## config.mk

```make
export PLATFORM = sky130hd
export DESIGN_NAME = min_max_gray_normalizer_core
export DESIGN_NICKNAME = d
export VERILOG_FILES = /design/src/rtl/mmgn_pkg.sv /design/src/rtl/mmgn_queue.sv /design/src/rtl/mmgn_front.sv /design/src/rtl/mmgn_divider.sv /design/src/rtl/min_max_gray_normalizer_core.sv
export SDC_FILE = /design/constraint.sdc
export NUM_CORES = 1
export LEC_CHECK = 0
export BUFFER_PORTS_ARGS = -buffer_cell sky130_fd_sc_hd__buf_2
export CORE_MARGIN = 4
export CORE_UTILIZATION = 61
export DETAILED_ROUTE_END_ITERATION = 6
export PLACE_DENSITY = 0.89
export SYNTH_ARGS = -nofsm -noshare
export SYNTH_HDL_FRONTEND = slang
export SYNTH_SLANG_ARGS = --single-unit
export TNS_END_PERCENT = 5
```

## constraint.sdc

```tcl
create_clock -name clk -period 5.8 [get_ports clk]
set_clock_uncertainty 0.1 [all_clocks]
set_input_delay 1.16 -clock clk [delete_from_list [all_inputs] [get_ports clk]]
set_output_delay 1.16 -clock clk [all_outputs]
set_load 0.005 [all_outputs]
```

## src/rtl/mmgn_pkg.sv

```systemverilog
// Shared types and constants for the min/max gray normaliser.
// No dependencies; imported by the front end, the divider and the top level.
package mmgn_pkg;

	// Default sample width (signed Q16.16)
	localparam int unsigned DEF_SAMPLE_WIDTH = 32;

	// Width of one gray level; also the number of quotient bits after the range check
	localparam int unsigned GRAY_WIDTH = 8;

	// Depth of the queue between front end and divider
	localparam int unsigned QUEUE_DEPTH = 4;

	// Request type codes
	localparam logic REQ_MEASURE = 1'b0;
	localparam logic REQ_CONVERT = 1'b1;

	// Divider sequencer states
	typedef enum logic [1:0] {
		DIV_IDLE,
		DIV_RANGE,
		DIV_STEP,
		DIV_OUT
	} div_state_t;

endpackage

```

## src/rtl/mmgn_queue.sv

```systemverilog
// Small register queue that decouples the front end from the divider.
// Does not depend on mmgn_pkg; fully parameterised.
module mmgn_queue #(
	parameter int unsigned WIDTH = 1,
	parameter int unsigned DEPTH = 4
) (
	input  logic             clk,
	input  logic             arst_n,
	input  logic             push,
	input  logic [WIDTH-1:0] push_data,
	output logic             full,
	input  logic             pop,
	output logic [WIDTH-1:0] pop_data,
	output logic             empty
);

	localparam int unsigned PTR_W = (DEPTH > 1) ? $clog2(DEPTH) : 1;
	localparam int unsigned CNT_W = $clog2(DEPTH + 1);

	logic [WIDTH-1:0] mem_q [DEPTH];
	logic [PTR_W-1:0] wr_ptr_q;
	logic [PTR_W-1:0] rd_ptr_q;
	logic [CNT_W-1:0] count_q;

	assign full     = (count_q == CNT_W'(DEPTH));
	assign empty    = (count_q == '0);
	assign pop_data = mem_q[rd_ptr_q];

	// Store pushed entries
	always_ff @(posedge clk) begin
		if (push) begin
			mem_q[wr_ptr_q] <= push_data;
		end
	end

	// Advance pointers and occupancy
	always_ff @(posedge clk or negedge arst_n) begin
		if (!arst_n) begin
			wr_ptr_q <= '0;
			rd_ptr_q <= '0;
			count_q  <= '0;
		end else begin
			if (push) begin
				wr_ptr_q <= (wr_ptr_q == PTR_W'(DEPTH - 1)) ? '0 : wr_ptr_q + 1'b1;
			end
			if (pop) begin
				rd_ptr_q <= (rd_ptr_q == PTR_W'(DEPTH - 1)) ? '0 : rd_ptr_q + 1'b1;
			end
			if (push && !pop) begin
				count_q <= count_q + 1'b1;
			end else if (pop && !push) begin
				count_q <= count_q - 1'b1;
			end
		end
	end

	a_no_push_full: assert property (@(posedge clk) disable iff (!arst_n)
		push |-> !full) else $error("queue pushed while full");

	a_no_pop_empty: assert property (@(posedge clk) disable iff (!arst_n)
		pop |-> !empty) else $error("queue popped while empty");

	a_count_bound: assert property (@(posedge clk) disable iff (!arst_n)
		count_q <= CNT_W'(DEPTH)) else $error("queue occupancy out of range");

endmodule

```

## src/rtl/mmgn_front.sv

```systemverilog
// Front end: accepts transactions, tracks field minimum and maximum,
// and queues the offset and range of each convert sample. Uses mmgn_pkg.
module mmgn_front #(
	parameter int unsigned SAMPLE_WIDTH = mmgn_pkg::DEF_SAMPLE_WIDTH
) (
	input  logic                           clk,
	input  logic                           arst_n,
	input  logic                           in_valid,
	output logic                           in_ready,
	input  logic                           req_type,
	input  logic signed [SAMPLE_WIDTH-1:0] sample,
	input  logic                           first,
	input  logic                           last,
	input  logic                           q_full,
	output logic                           q_push,
	output logic        [SAMPLE_WIDTH-1:0] q_diff,
	output logic        [SAMPLE_WIDTH-1:0] q_range,
	output logic                           q_last
);

	import mmgn_pkg::*;

	localparam logic [SAMPLE_WIDTH-1:0] MAX_POS = {1'b0, {(SAMPLE_WIDTH - 1){1'b1}}};
	localparam logic [SAMPLE_WIDTH-1:0] MAX_NEG = {1'b1, {(SAMPLE_WIDTH - 1){1'b0}}};

	logic signed [SAMPLE_WIDTH-1:0] min_q;
	logic signed [SAMPLE_WIDTH-1:0] max_q;
	logic        [SAMPLE_WIDTH:0]   diff;
	logic        [SAMPLE_WIDTH:0]   span;
	logic                           fire;
	logic                           diff_pos;
	logic                           span_pos;

	assign in_ready = !q_full;
	assign fire     = in_valid && in_ready;

	// Offset from minimum and span of the field, one bit wider to stay exact
	assign diff = {sample[SAMPLE_WIDTH-1], sample} - {min_q[SAMPLE_WIDTH-1], min_q};
	assign span = {max_q[SAMPLE_WIDTH-1], max_q} - {min_q[SAMPLE_WIDTH-1], min_q};

	assign diff_pos = !diff[SAMPLE_WIDTH] && (diff != '0);
	assign span_pos = !span[SAMPLE_WIDTH] && (span != '0);

	// Clip offset at zero and force a flat field to a range of one LSB
	assign q_push  = fire && (req_type == REQ_CONVERT);
	assign q_diff  = diff_pos ? diff[SAMPLE_WIDTH-1:0] : '0;
	assign q_range = span_pos ? span[SAMPLE_WIDTH-1:0] : SAMPLE_WIDTH'(1);
	assign q_last  = last;

	// Track minimum and maximum over measure transactions
	always_ff @(posedge clk or negedge arst_n) begin
		if (!arst_n) begin
			min_q <= MAX_POS;
			max_q <= MAX_NEG;
		end else if (fire && (req_type == REQ_MEASURE)) begin
			if (first) begin
				min_q <= sample;
				max_q <= sample;
			end else begin
				if (sample < min_q) begin
					min_q <= sample;
				end
				if (sample > max_q) begin
					max_q <= sample;
				end
			end
		end
	end

	a_first_restarts: assert property (@(posedge clk) disable iff (!arst_n)
		(fire && (req_type == REQ_MEASURE) && first) |=> (min_q == max_q))
		else $error("first sample did not restart tracking");

	a_measure_no_push: assert property (@(posedge clk) disable iff (!arst_n)
		(fire && (req_type == REQ_MEASURE)) |-> !q_push)
		else $error("measure transaction reached the queue");

	a_range_nonzero: assert property (@(posedge clk) disable iff (!arst_n)
		q_push |-> (q_range != '0)) else $error("zero range queued");

endmodule

```

## src/rtl/mmgn_divider.sv

```systemverilog
// Back end: restoring divider that turns offset*255/range into a gray level
// and holds it in the output register. Uses mmgn_pkg.
module mmgn_divider #(
	parameter int unsigned SAMPLE_WIDTH = mmgn_pkg::DEF_SAMPLE_WIDTH
) (
	input  logic                                  clk,
	input  logic                                  arst_n,
	input  logic                                  q_empty,
	output logic                                  q_pop,
	input  logic        [SAMPLE_WIDTH-1:0]        q_diff,
	input  logic        [SAMPLE_WIDTH-1:0]        q_range,
	input  logic                                  q_last,
	output logic                                  out_valid,
	input  logic                                  out_ready,
	output logic        [mmgn_pkg::GRAY_WIDTH-1:0] gray,
	output logic                                  end_of_frame
);

	import mmgn_pkg::*;

	localparam int unsigned NUM_W = SAMPLE_WIDTH + GRAY_WIDTH;
	localparam int unsigned CNT_W = $clog2(GRAY_WIDTH);

	div_state_t             state_q;
	div_state_t             state_d;
	logic [NUM_W-1:0]       num_q;
	logic [NUM_W-1:0]       den_q;
	logic [GRAY_WIDTH-1:0]  quo_q;
	logic [CNT_W-1:0]       cnt_q;
	logic                   last_q;
	logic                   num_ge_den;
	logic                   load_out;

	assign num_ge_den = (num_q >= den_q);

	// Hold sequencer state
	always_ff @(posedge clk or negedge arst_n) begin
		if (!arst_n) begin
			state_q <= DIV_IDLE;
		end else begin
			state_q <= state_d;
		end
	end

	// Next state: pop, range check, one quotient bit a cycle, hand over
	always_comb begin
		state_d  = state_q;
		q_pop    = 1'b0;
		load_out = 1'b0;
		unique case (state_q)
			DIV_IDLE: begin
				if (!q_empty) begin
					q_pop   = 1'b1;
					state_d = DIV_RANGE;
				end
			end
			DIV_RANGE: begin
				state_d = num_ge_den ? DIV_OUT : DIV_STEP;
			end
			DIV_STEP: begin
				if (cnt_q == '0) begin
					state_d = DIV_OUT;
				end
			end
			DIV_OUT: begin
				if (!out_valid || out_ready) begin
					load_out = 1'b1;
					state_d  = DIV_IDLE;
				end
			end
			default: begin
				state_d = DIV_IDLE;
			end
		endcase
	end

	// Step counter
	always_ff @(posedge clk or negedge arst_n) begin
		if (!arst_n) begin
			cnt_q <= '0;
		end else if (state_q == DIV_RANGE) begin
			cnt_q <= CNT_W'(GRAY_WIDTH - 1);
		end else if (state_q == DIV_STEP) begin
			cnt_q <= cnt_q - 1'b1;
		end
	end

	// Divider datapath: numerator is offset*255, divisor starts at range<<8
	always_ff @(posedge clk) begin
		if (q_pop) begin
			num_q  <= {q_diff, {GRAY_WIDTH{1'b0}}} - {{GRAY_WIDTH{1'b0}}, q_diff};
			den_q  <= {q_range, {GRAY_WIDTH{1'b0}}};
			last_q <= q_last;
		end else if (state_q == DIV_RANGE) begin
			// Saturate when the quotient would exceed the gray range
			if (num_ge_den) begin
				quo_q <= '1;
			end else begin
				den_q <= den_q >> 1;
			end
		end else if (state_q == DIV_STEP) begin
			if (num_ge_den) begin
				num_q <= num_q - den_q;
			end
			quo_q <= {quo_q[GRAY_WIDTH-2:0], num_ge_den};
			den_q <= den_q >> 1;
		end
	end

	// Output register
	always_ff @(posedge clk or negedge arst_n) begin
		if (!arst_n) begin
			out_valid <= 1'b0;
		end else if (load_out) begin
			out_valid <= 1'b1;
		end else if (out_ready) begin
			out_valid <= 1'b0;
		end
	end

	always_ff @(posedge clk) begin
		if (load_out) begin
			gray         <= quo_q;
			end_of_frame <= last_q;
		end
	end

	a_pop_only_idle: assert property (@(posedge clk) disable iff (!arst_n)
		q_pop |-> (state_q == DIV_IDLE)) else $error("pop while dividing");

	a_rem_bound: assert property (@(posedge clk) disable iff (!arst_n)
		(state_q == DIV_STEP) |-> ({1'b0, num_q} < {den_q, 1'b0}))
		else $error("partial remainder out of bound");

	a_no_overwrite: assert property (@(posedge clk) disable iff (!arst_n)
		load_out |-> (!out_valid || out_ready)) else $error("result overwritten");

	a_range_to_out: assert property (@(posedge clk) disable iff (!arst_n)
		((state_q == DIV_RANGE) && num_ge_den) |=> (state_q == DIV_OUT))
		else $error("saturated result not handed over");

endmodule

```

## src/rtl/min_max_gray_normalizer_core.sv

```systemverilog
// Top level of the min/max gray normaliser: front end, queue and divider.
// Depends on mmgn_pkg, mmgn_front, mmgn_queue and mmgn_divider.
//
//  channel | handshake           | payload
//  --------+---------------------+------------------------------------
//  in      | in_valid / in_ready | req_type, sample, first, last
//  out     | out_valid/out_ready | gray, end_of_frame
//
// Measure transactions are taken one per cycle while the queue is not full and
// update min/max at once. In the divider a convert transaction passes pop, range
// check, eight restoring steps and hand-over; a saturating one skips the steps.
// A four-entry queue holds convert transactions; in_ready drops while it is full.
// Asynchronous reset sets min to the most positive and max to the most negative value.
// The output register takes a new result while or after the previous one is taken.
module min_max_gray_normalizer_core #(
	parameter int unsigned SAMPLE_WIDTH = mmgn_pkg::DEF_SAMPLE_WIDTH
) (
	input  logic                                  clk,
	input  logic                                  arst_n,
	input  logic                                  in_valid,
	output logic                                  in_ready,
	input  logic                                  req_type,
	input  logic signed [SAMPLE_WIDTH-1:0]        sample,
	input  logic                                  first,
	input  logic                                  last,
	output logic                                  out_valid,
	input  logic                                  out_ready,
	output logic        [mmgn_pkg::GRAY_WIDTH-1:0] gray,
	output logic                                  end_of_frame
);

	import mmgn_pkg::*;

	localparam int unsigned ENTRY_W = 2 * SAMPLE_WIDTH + 1;

	logic                    q_full;
	logic                    q_empty;
	logic                    q_push;
	logic                    q_pop;
	logic [SAMPLE_WIDTH-1:0] push_diff;
	logic [SAMPLE_WIDTH-1:0] push_range;
	logic                    push_last;
	logic [ENTRY_W-1:0]      push_entry;
	logic [ENTRY_W-1:0]      pop_entry;

	assign push_entry = {push_last, push_range, push_diff};

	// Accept and classify transactions
	mmgn_front #(
		.SAMPLE_WIDTH(SAMPLE_WIDTH)
	) u_front (
		.clk     (clk),
		.arst_n  (arst_n),
		.in_valid(in_valid),
		.in_ready(in_ready),
		.req_type(req_type),
		.sample  (sample),
		.first   (first),
		.last    (last),
		.q_full  (q_full),
		.q_push  (q_push),
		.q_diff  (push_diff),
		.q_range (push_range),
		.q_last  (push_last)
	);

	// Buffer convert transactions
	mmgn_queue #(
		.WIDTH(ENTRY_W),
		.DEPTH(QUEUE_DEPTH)
	) u_queue (
		.clk      (clk),
		.arst_n   (arst_n),
		.push     (q_push),
		.push_data(push_entry),
		.full     (q_full),
		.pop      (q_pop),
		.pop_data (pop_entry),
		.empty    (q_empty)
	);

	// Divide and deliver
	mmgn_divider #(
		.SAMPLE_WIDTH(SAMPLE_WIDTH)
	) u_divider (
		.clk         (clk),
		.arst_n      (arst_n),
		.q_empty     (q_empty),
		.q_pop       (q_pop),
		.q_diff      (pop_entry[SAMPLE_WIDTH-1:0]),
		.q_range     (pop_entry[2*SAMPLE_WIDTH-1:SAMPLE_WIDTH]),
		.q_last      (pop_entry[ENTRY_W-1]),
		.out_valid   (out_valid),
		.out_ready   (out_ready),
		.gray        (gray),
		.end_of_frame(end_of_frame)
	);

endmodule
```

======== Yosys cells after proc, flatten, opt, wreduce, memory -nomap -nowiden ========
Memory sizes are Yosys's and may differ from the RTL's.
Cells that the tools add are included.
cells by class
  $add $sub $neg .......................... 9
  $lt $le $gt $ge ......................... 3
  equality and inequality tests ........... 13
  mux-type cells .......................... 36
  bitwise gates (word level) .............. 2
  reduce and logical (&&, ||, !) cells .... 34
operators with widths
  cell                   number
  $mux W40               8
  $mux W32               6
  $reduce_bool A33 Y1    2
  $sub A32 B32 Y33       2
  $ge A40 B40 Y1         1
  $sub A40 B32 Y40       1
  $sub A40 B40 Y40       1
  $gt A32 B32 Y1         1
  $lt A32 B32 Y1         1
  $mux W8                3
  $reduce_bool A2 Y1     7
  $mux W3                4
  $mux W2                5
  $mux W1                9
  $reduce_and A3 Y1      3
  $eq A2 B2 Y1 const B   4
  $pmux W2 S4            1
  $reduce_and A2 Y1      4
  $logic_and A1 B1 Y1    7
  $logic_not A1 Y1       6
  $logic_not A3 Y1       2
  $ne A2 B1 Y1 const B   3
  $ne A2 B2 Y1 const B   3
  $sub A3 B1 Y3 const B  2
  9 further kinds        11
storage, ports and cells
  register bits after elaboration ......... 175
  bits in writable memories ............... 260
  input bits .............................. 39
  output and inout bits ................... 11
  logic and storage cells ................. 113
  memories ................................ 1
memories
  name           depth  bits a word  read ports  clocked after Yosys merged registers in  wr ports  line              RTL
  u_queue.mem_q  4      65           1           0                                        1         mmgn_queue.sv:20  logic [WIDTH-1:0] mem_q [DEPTH];

======== Logic depth before layout (Yosys ltp) ========
  depth after elaboration ................. 8
  mapped depth ............................ 18
  mapped depth without buffers ............ 13

======== By module ========
Synthesis repeated with hierarchy kept, for this count alone.
second synthesis, totals
  cells, all modules ...................... 2211
  area total of the unflattened synthesis .. 25749.7 µm²
by module, submodules not included
  module        times used  cells an instance  area an instance (µm²)  sequential area each (µm²)
  mmgn_queue    1           377                9829.4                  7982.7
  mmgn_divider  1           995                8605.8                  3012.9
  mmgn_front    1           839                7314.5                  1641.6

======== Worst setup path before layout ========
OpenSTA, ideal clock, no wires.
  path kind ............................... flip-flop to flip-flop
  start ................................... reg u_divider.num_q[0]
  end ..................................... reg u_divider.num_q[0], enable pin
  setup time .............................. 451 ps
  data arrival time ....................... 4537 ps
  required time ........................... 5249 ps
  slack ................................... 713 ps
  stages on the path, launching flop included .. 14
  buffers on the path ..................... 0
  period minus slack after synthesis ...... 5087 ps
  cell sequence ........................... edfxtp_1 > inv_1 > ha_1 > fa_1 > nor2b_1 > o21a_1 > a311o_1 > a31oi_1 > a2111oi_0 > o21ai_1 > a21boi_1 > o21a_1 > o21ai_1 > a21oi_1
between the ends
  longest elaborated chain between the ends .. 3
RTL lines
  item                                 line                 RTL
  from (decl)                          mmgn_divider.sv:26   logic [NUM_W-1:0] num_q;
  from (signal assigned)               mmgn_divider.sv:91   num_q <= {q_diff, {GRAY_WIDTH{1'b0}}} - {{GRAY_WIDTH{1'b0}}, q_diff};
  from (signal assigned)               mmgn_divider.sv:103  num_q <= num_q - den_q;
  $ge A40 B40 Y1                       mmgn_divider.sv:34   assign num_ge_den = (num_q >= den_q);
  $reduce_bool A2 Y1 (no source line)  --
  $reduce_and A3 Y1 (no source line)   --
Every way passes these cells.
A chain may end at the register's enable or synchronous reset.

======== Worst setup path in the final report ========
  start ................................... reg u_front.max_q[0]
  end ..................................... mem u_queue.mem_q[0][32] in the netlist's numbering (data pin)
between the ends
  longest elaborated chain between the ends .. 4
  elaborated cells on any way between the ends .. 5
  those cells by class .................... 1 x add/sub; 1 x mux; 3 x reduce/logical
RTL lines
  item                                                     line                                RTL
  from (decl)                                              mmgn_front.sv:27                    logic signed [SAMPLE_WIDTH-1:0] max_q;
  from (signal assigned)                                   mmgn_front.sv:58                    max_q <= sample;
  from (signal assigned)                                   mmgn_front.sv:64                    max_q <= sample;
  $sub A32 B32 Y33 (*)                                     mmgn_front.sv:39                    assign span = {max_q[SAMPLE_WIDTH-1], max_q} - {min_q[SAMPLE_WIDTH-1], min_q};
  $reduce_bool A33 Y1 or $logic_not A1 Y1 (tied branches)  mmgn_front.sv:42                    assign span_pos = !span[SAMPLE_WIDTH] && (span != '0);
  $logic_and A1 B1 Y1                                      mmgn_front.sv:42
  $mux W32 (*)                                             mmgn_front.sv:47                    assign q_range = span_pos ? span[SAMPLE_WIDTH-1:0] : SAMPLE_WIDTH'(1);
  named net push_range[0]                                  min_max_gray_normalizer_core.sv:41  logic [SAMPLE_WIDTH-1:0] push_range;
  to (decl)                                                mmgn_queue.sv:20
Mark *: on every way through the listed nets, which the timed path passes. The rest lies on a longest branch.

==> metrics.txt <==
# TYPE chip_impl_metric gauge
chip_impl_metric{name="finalWeightedCongestion",unit=""} 0.9560
chip_impl_metric{name="timing.final.setup_violations",unit=""} 0
chip_impl_metric{name="drt_wl_total",unit="um"} 60590
chip_impl_info{name="synth_area_leaders",value="edfxtp_1, ha_1, mux4_2, dfrtp_1, dfstp_2"} 1
chip_impl_metric{name="placed_cells",unit=""} 2674
chip_impl_metric{name="routed_wire_length_per_instance",unit="um"} 21.99
chip_impl_metric{name="insertedDiodeCount",unit=""} 0
chip_impl_metric{name="vias",unit=""} 17612
chip_impl_metric{name="final-hold-violation-count",unit=""} 0
chip_impl_info{name="busiest_layer",value="met2"} 1
chip_impl_metric{name="multi_input_comb_area",unit="um^2"} 11410
chip_impl_metric{name="port-buffer-count",unit=""} 49
chip_impl_metric{name="grt_pass1_wl",unit="um"} 95930
chip_impl_metric{name="final.min_clock_period",unit="ps"} 4842
chip_impl_metric{name="first_global_vias",unit=""} 17714
chip_impl_metric{name="finalCritPeriodShare",unit=""} 0.8348
chip_impl_metric{name="cts_hold_buffers",unit=""} 0
chip_impl_metric{name="cts-buffers-inserted",unit=""} 44
chip_impl_info{name="critical_path_class",value="reg2reg"} 1
chip_impl_metric{name="clock_latency",unit="ps"} 600
chip_impl_metric{name="area_growth",unit="%"} 8.991
chip_impl_info{name="endpoint_kind",value="register"} 1
chip_impl_metric{name="final_number_of_max_transition_violations",unit=""} 0
chip_impl_metric{name="antenna_left",unit=""} 0
chip_impl_info{name="crit_path_cell_trace",value="inv_1, ha_1, fa_1, nor2b_1, o21ai_1, a211oi_1, o2111a_1, o21ai_1, a31o_1, a2111oi_0, and4b_1, nand4_1, or3b_1"} 1
chip_impl_metric{name="slew-limit-headroom",unit=""} 0.2771
chip_impl_info{name="synth.cells.most_frequent",value="edfxtp_1, inv_1, ha_1"} 1
chip_impl_metric{name="drt-pass1-iter-count",unit=""} 6
chip_impl_metric{name="finalHoldWorstSlack",unit="ps"} 303.5
chip_impl_metric{name="die_width",unit="um"} 210.3
chip_impl_metric{name="worstMarginPinSlew",unit="ps"} 1084
chip_impl_info{name="critical_path.startpoint_type",value="register"} 1
chip_impl_metric{name="met3_usage",unit=""} 0.04048
chip_impl_info{name="post-synth-top-count-cell",value="edfxtp_1"} 1
chip_impl_metric{name="path_max_fanout",unit=""} 5
chip_impl_metric{name="num_rows",unit=""} 73
chip_impl_metric{name="io_pins",unit=""} 50
chip_impl_metric{name="netlist-cell-type-count",unit=""} 88
chip_impl_metric{name="synth.ff_latch_count",unit=""} 435
chip_impl_info{name="status",value="finished, final reports clean"} 1
chip_impl_metric{name="layout.cell_area.non_filler",unit="um^2"} 27200
chip_impl_metric{name="num-fill-cells",unit=""} 2813
chip_impl_metric{name="core_area",unit="um^2"} 40100
chip_impl_metric{name="critical_path_required",unit="ps"} 6110
chip_impl_metric{name="cpPeakStageDelay",unit="ps"} 860
chip_impl_metric{name="critical_path.n_buffers_inverters",unit=""} 1
chip_impl_metric{name="postCtsSetupBuffers",unit=""} 0
chip_impl_info{name="worst_path_dominant_cell_family",value="compound AO/OA/AOI/OAI gates"} 1
chip_impl_info{name="synth_top_area_cell",value="edfxtp_1"} 1
chip_impl_metric{name="clk_pin_slew",unit="ps"} 70
chip_impl_metric{name="syn-instance-count",unit=""} 2149
chip_impl_metric{name="top_cell_type_s_share_of_synthesized_area",unit=""} 0.4212
chip_impl_metric{name="grt_max_degree",unit=""} 93
chip_impl_metric{name="detail_route.vias_per_cell",unit=""} 6.393
chip_impl_metric{name="cts_resized",unit=""} 0
chip_impl_metric{name="globalRouteOverflowTotal",unit=""} 0
chip_impl_metric{name="synth-async-reset-ratio",unit=""} 0.1770
chip_impl_metric{name="seq_area",unit="um^2"} 12640
chip_impl_metric{name="remaining_drc_errors",unit=""} 0
chip_impl_metric{name="syn_area",unit="um^2"} 24950
chip_impl_info{name="min-delay-path-class",value="in2async"} 1
chip_impl_metric{name="initial_core_util",unit=""} 0.6223
chip_impl_info{name="cp_common_cell",value="o21ai_1"} 1
chip_impl_metric{name="yosys_warnings",unit=""} 0
chip_impl_metric{name="die_height",unit="um"} 210.3
chip_impl_metric{name="cts-root-to-sink-buffers",unit=""} 3
chip_impl_info{name="unrepaired_setup_endpoints_after_global_routing",value="false"} 1
chip_impl_info{name="clock_tree_from_tritoncts",value="built"} 1
chip_impl_metric{name="grt_antenna_before_repair",unit=""} 0
chip_impl_metric{name="synth-seq-area-share",unit=""} 0.5064
chip_impl_metric{name="fin_cells",unit=""} 2755
chip_impl_metric{name="drc_violation_total_after_the_first_tritonroute_iteration",unit=""} 1800
chip_impl_metric{name="drive_above_1_share",unit=""} 0.1206
chip_impl_metric{name="grtUsageMet1",unit=""} 0.3644
chip_impl_metric{name="synthesized_area_per_cell",unit="um^2"} 11.61
chip_impl_metric{name="track_usage",unit=""} 0.2725
chip_impl_metric{name="worst_path_arrival_time",unit="ps"} 5150
chip_impl_metric{name="clock.fmax",unit="MHz"} 206.5
chip_impl_info{name="slowest_stage",value="a2111oi_0"} 1
chip_impl_metric{name="finalSetupTns",unit="ps"} 0
chip_impl_metric{name="clkSinkCount",unit=""} 435
chip_impl_metric{name="gr-usage-met2",unit=""} 0.4653
chip_impl_metric{name="dpl_cell_area",unit="um^2"} 25780
chip_impl_metric{name="die_area",unit="um^2"} 44210
chip_impl_metric{name="synth_nets",unit=""} 2366
chip_impl_metric{name="hpwl_dp",unit="um"} 43120
chip_impl_info{name="cts_root_buf",value="clkbuf_16"} 1
chip_impl_metric{name="final_nets",unit=""} 2412
chip_impl_metric{name="synth-edff-count",unit=""} 350
chip_impl_metric{name="h-tree-depth",unit=""} 2
chip_impl_info{name="synth_top_flop_cell",value="edfxtp_1"} 1
chip_impl_metric{name="max-cap-violations",unit=""} 0
-- state kept, by name (all words and copies together), names as in the netlist --
register,cells
u_divider.cnt_q,3
u_divider.den_q,40
u_divider.end_of_frame,1
u_divider.gray,8
u_divider.last_q,1
u_divider.num_q,40
u_divider.out_valid,1
u_divider.quo_q,8
u_divider.state_q,2
u_front.max_q,32
u_front.min_q,32
u_queue.count_q,3
u_queue.mem_q,260
u_queue.rd_ptr_q,2
u_queue.wr_ptr_q,2
-- kinds of logic (layout without fill, tap and decap cells) --
kind of cell | after synthesis | in the layout | synth area share
buf+inv | 247 | 328 | 0.03776
simple gates | 518 | 518 | 0.1011
compound gates | 500 | 500 | 0.1263
flops | 435 | 435 | 0.5064
fa+ha+maj | 178 | 178 | 0.09046
xor+xnor | 121 | 121 | 0.04247
mux | 150 | 150 | 0.09547
-- cell usage in the layout, fill, tap and decap left out, types with 11 or more instances in the layout --
cell type  count
ha_1         174
clkbuf_16     44
a31oi_1       18
dfstp_2       32
o21bai_1      14
nor2_1       133
nor2b_1       29
inv_1        174
a211oi_1      15
nand2_1      149
and3_1        20
clkinv_1      11
o21ai_0       89
xor2_1        59
nand2b_1      19
o21ai_1       37
mux2i_1       22
mux2_1        59
a21o_1        73
xnor2_1       62
nor3_1        34
mux4_2        64
dfrtp_1       43
o21a_1        20
edfxtp_1     350
or3_1         11
buf_4         22
nand3_1       31
buf_2         48
a21oi_1      149
nand4_1       22
-- area by class of cell --
cell class              count  area share
clock inverters            29     0.01054
multi-input cells        1467      0.4195
clock buffers              52     0.04159
well taps                 525     0.02415
repair buffers             70     0.01491
flip-flops and latches    435      0.4648
inverters                 177     0.02443
-- through the flow --
| stage | utilization | worst slack (ps) |
|---|---|---|
| after floorplan | - | 712.8 |
| after global placement | 0.6429 | 1052 |
| after detailed placement | 0.6429 | 965.5 |
| after CTS | 0.6783 | 1130 |
| after global routing | 0.6783 | 796.5 |
| final | 0.6783 | 958.0 |
-- final timing paths --
| path | from | to | slack (ps) | cells after the start |
|---|---|---|---|---|
| setup / recovery | u_front.max_q[0] | u_queue.mem_q[0][32] | 960 | 13 |
| hold / removal | arst_n | u_queue.rd_ptr_q[1] | 300 | 1 |
| setup reg to reg | u_front.max_q[0] | u_queue.mem_q[0][32] | 960 | 13 |
| hold reg to reg | u_divider.quo_q[7] | u_divider.gray[7] | 320 | 0 |
| max in group asynchronous | arst_n | u_queue.rd_ptr_q[0] | 4130 | 2 |
| min in group clk | u_divider.quo_q[7] | u_divider.gray[7] | 320 | 0 |
-- metal layers --
| layer | vias to the layer above | wire length (um) |
|---|---|---|
| met5 | - | 0 |
| met4 | 0 | 1863 |
| met3 | 136 | 4165 |
| met2 | 809 | 29930 |
| met1 | 8609 | 24630 |
| li1 | 8058 | - |
Power is not shown: default switching activity piles up to over one toggle a cycle in this logic, so the estimate is an artifact.
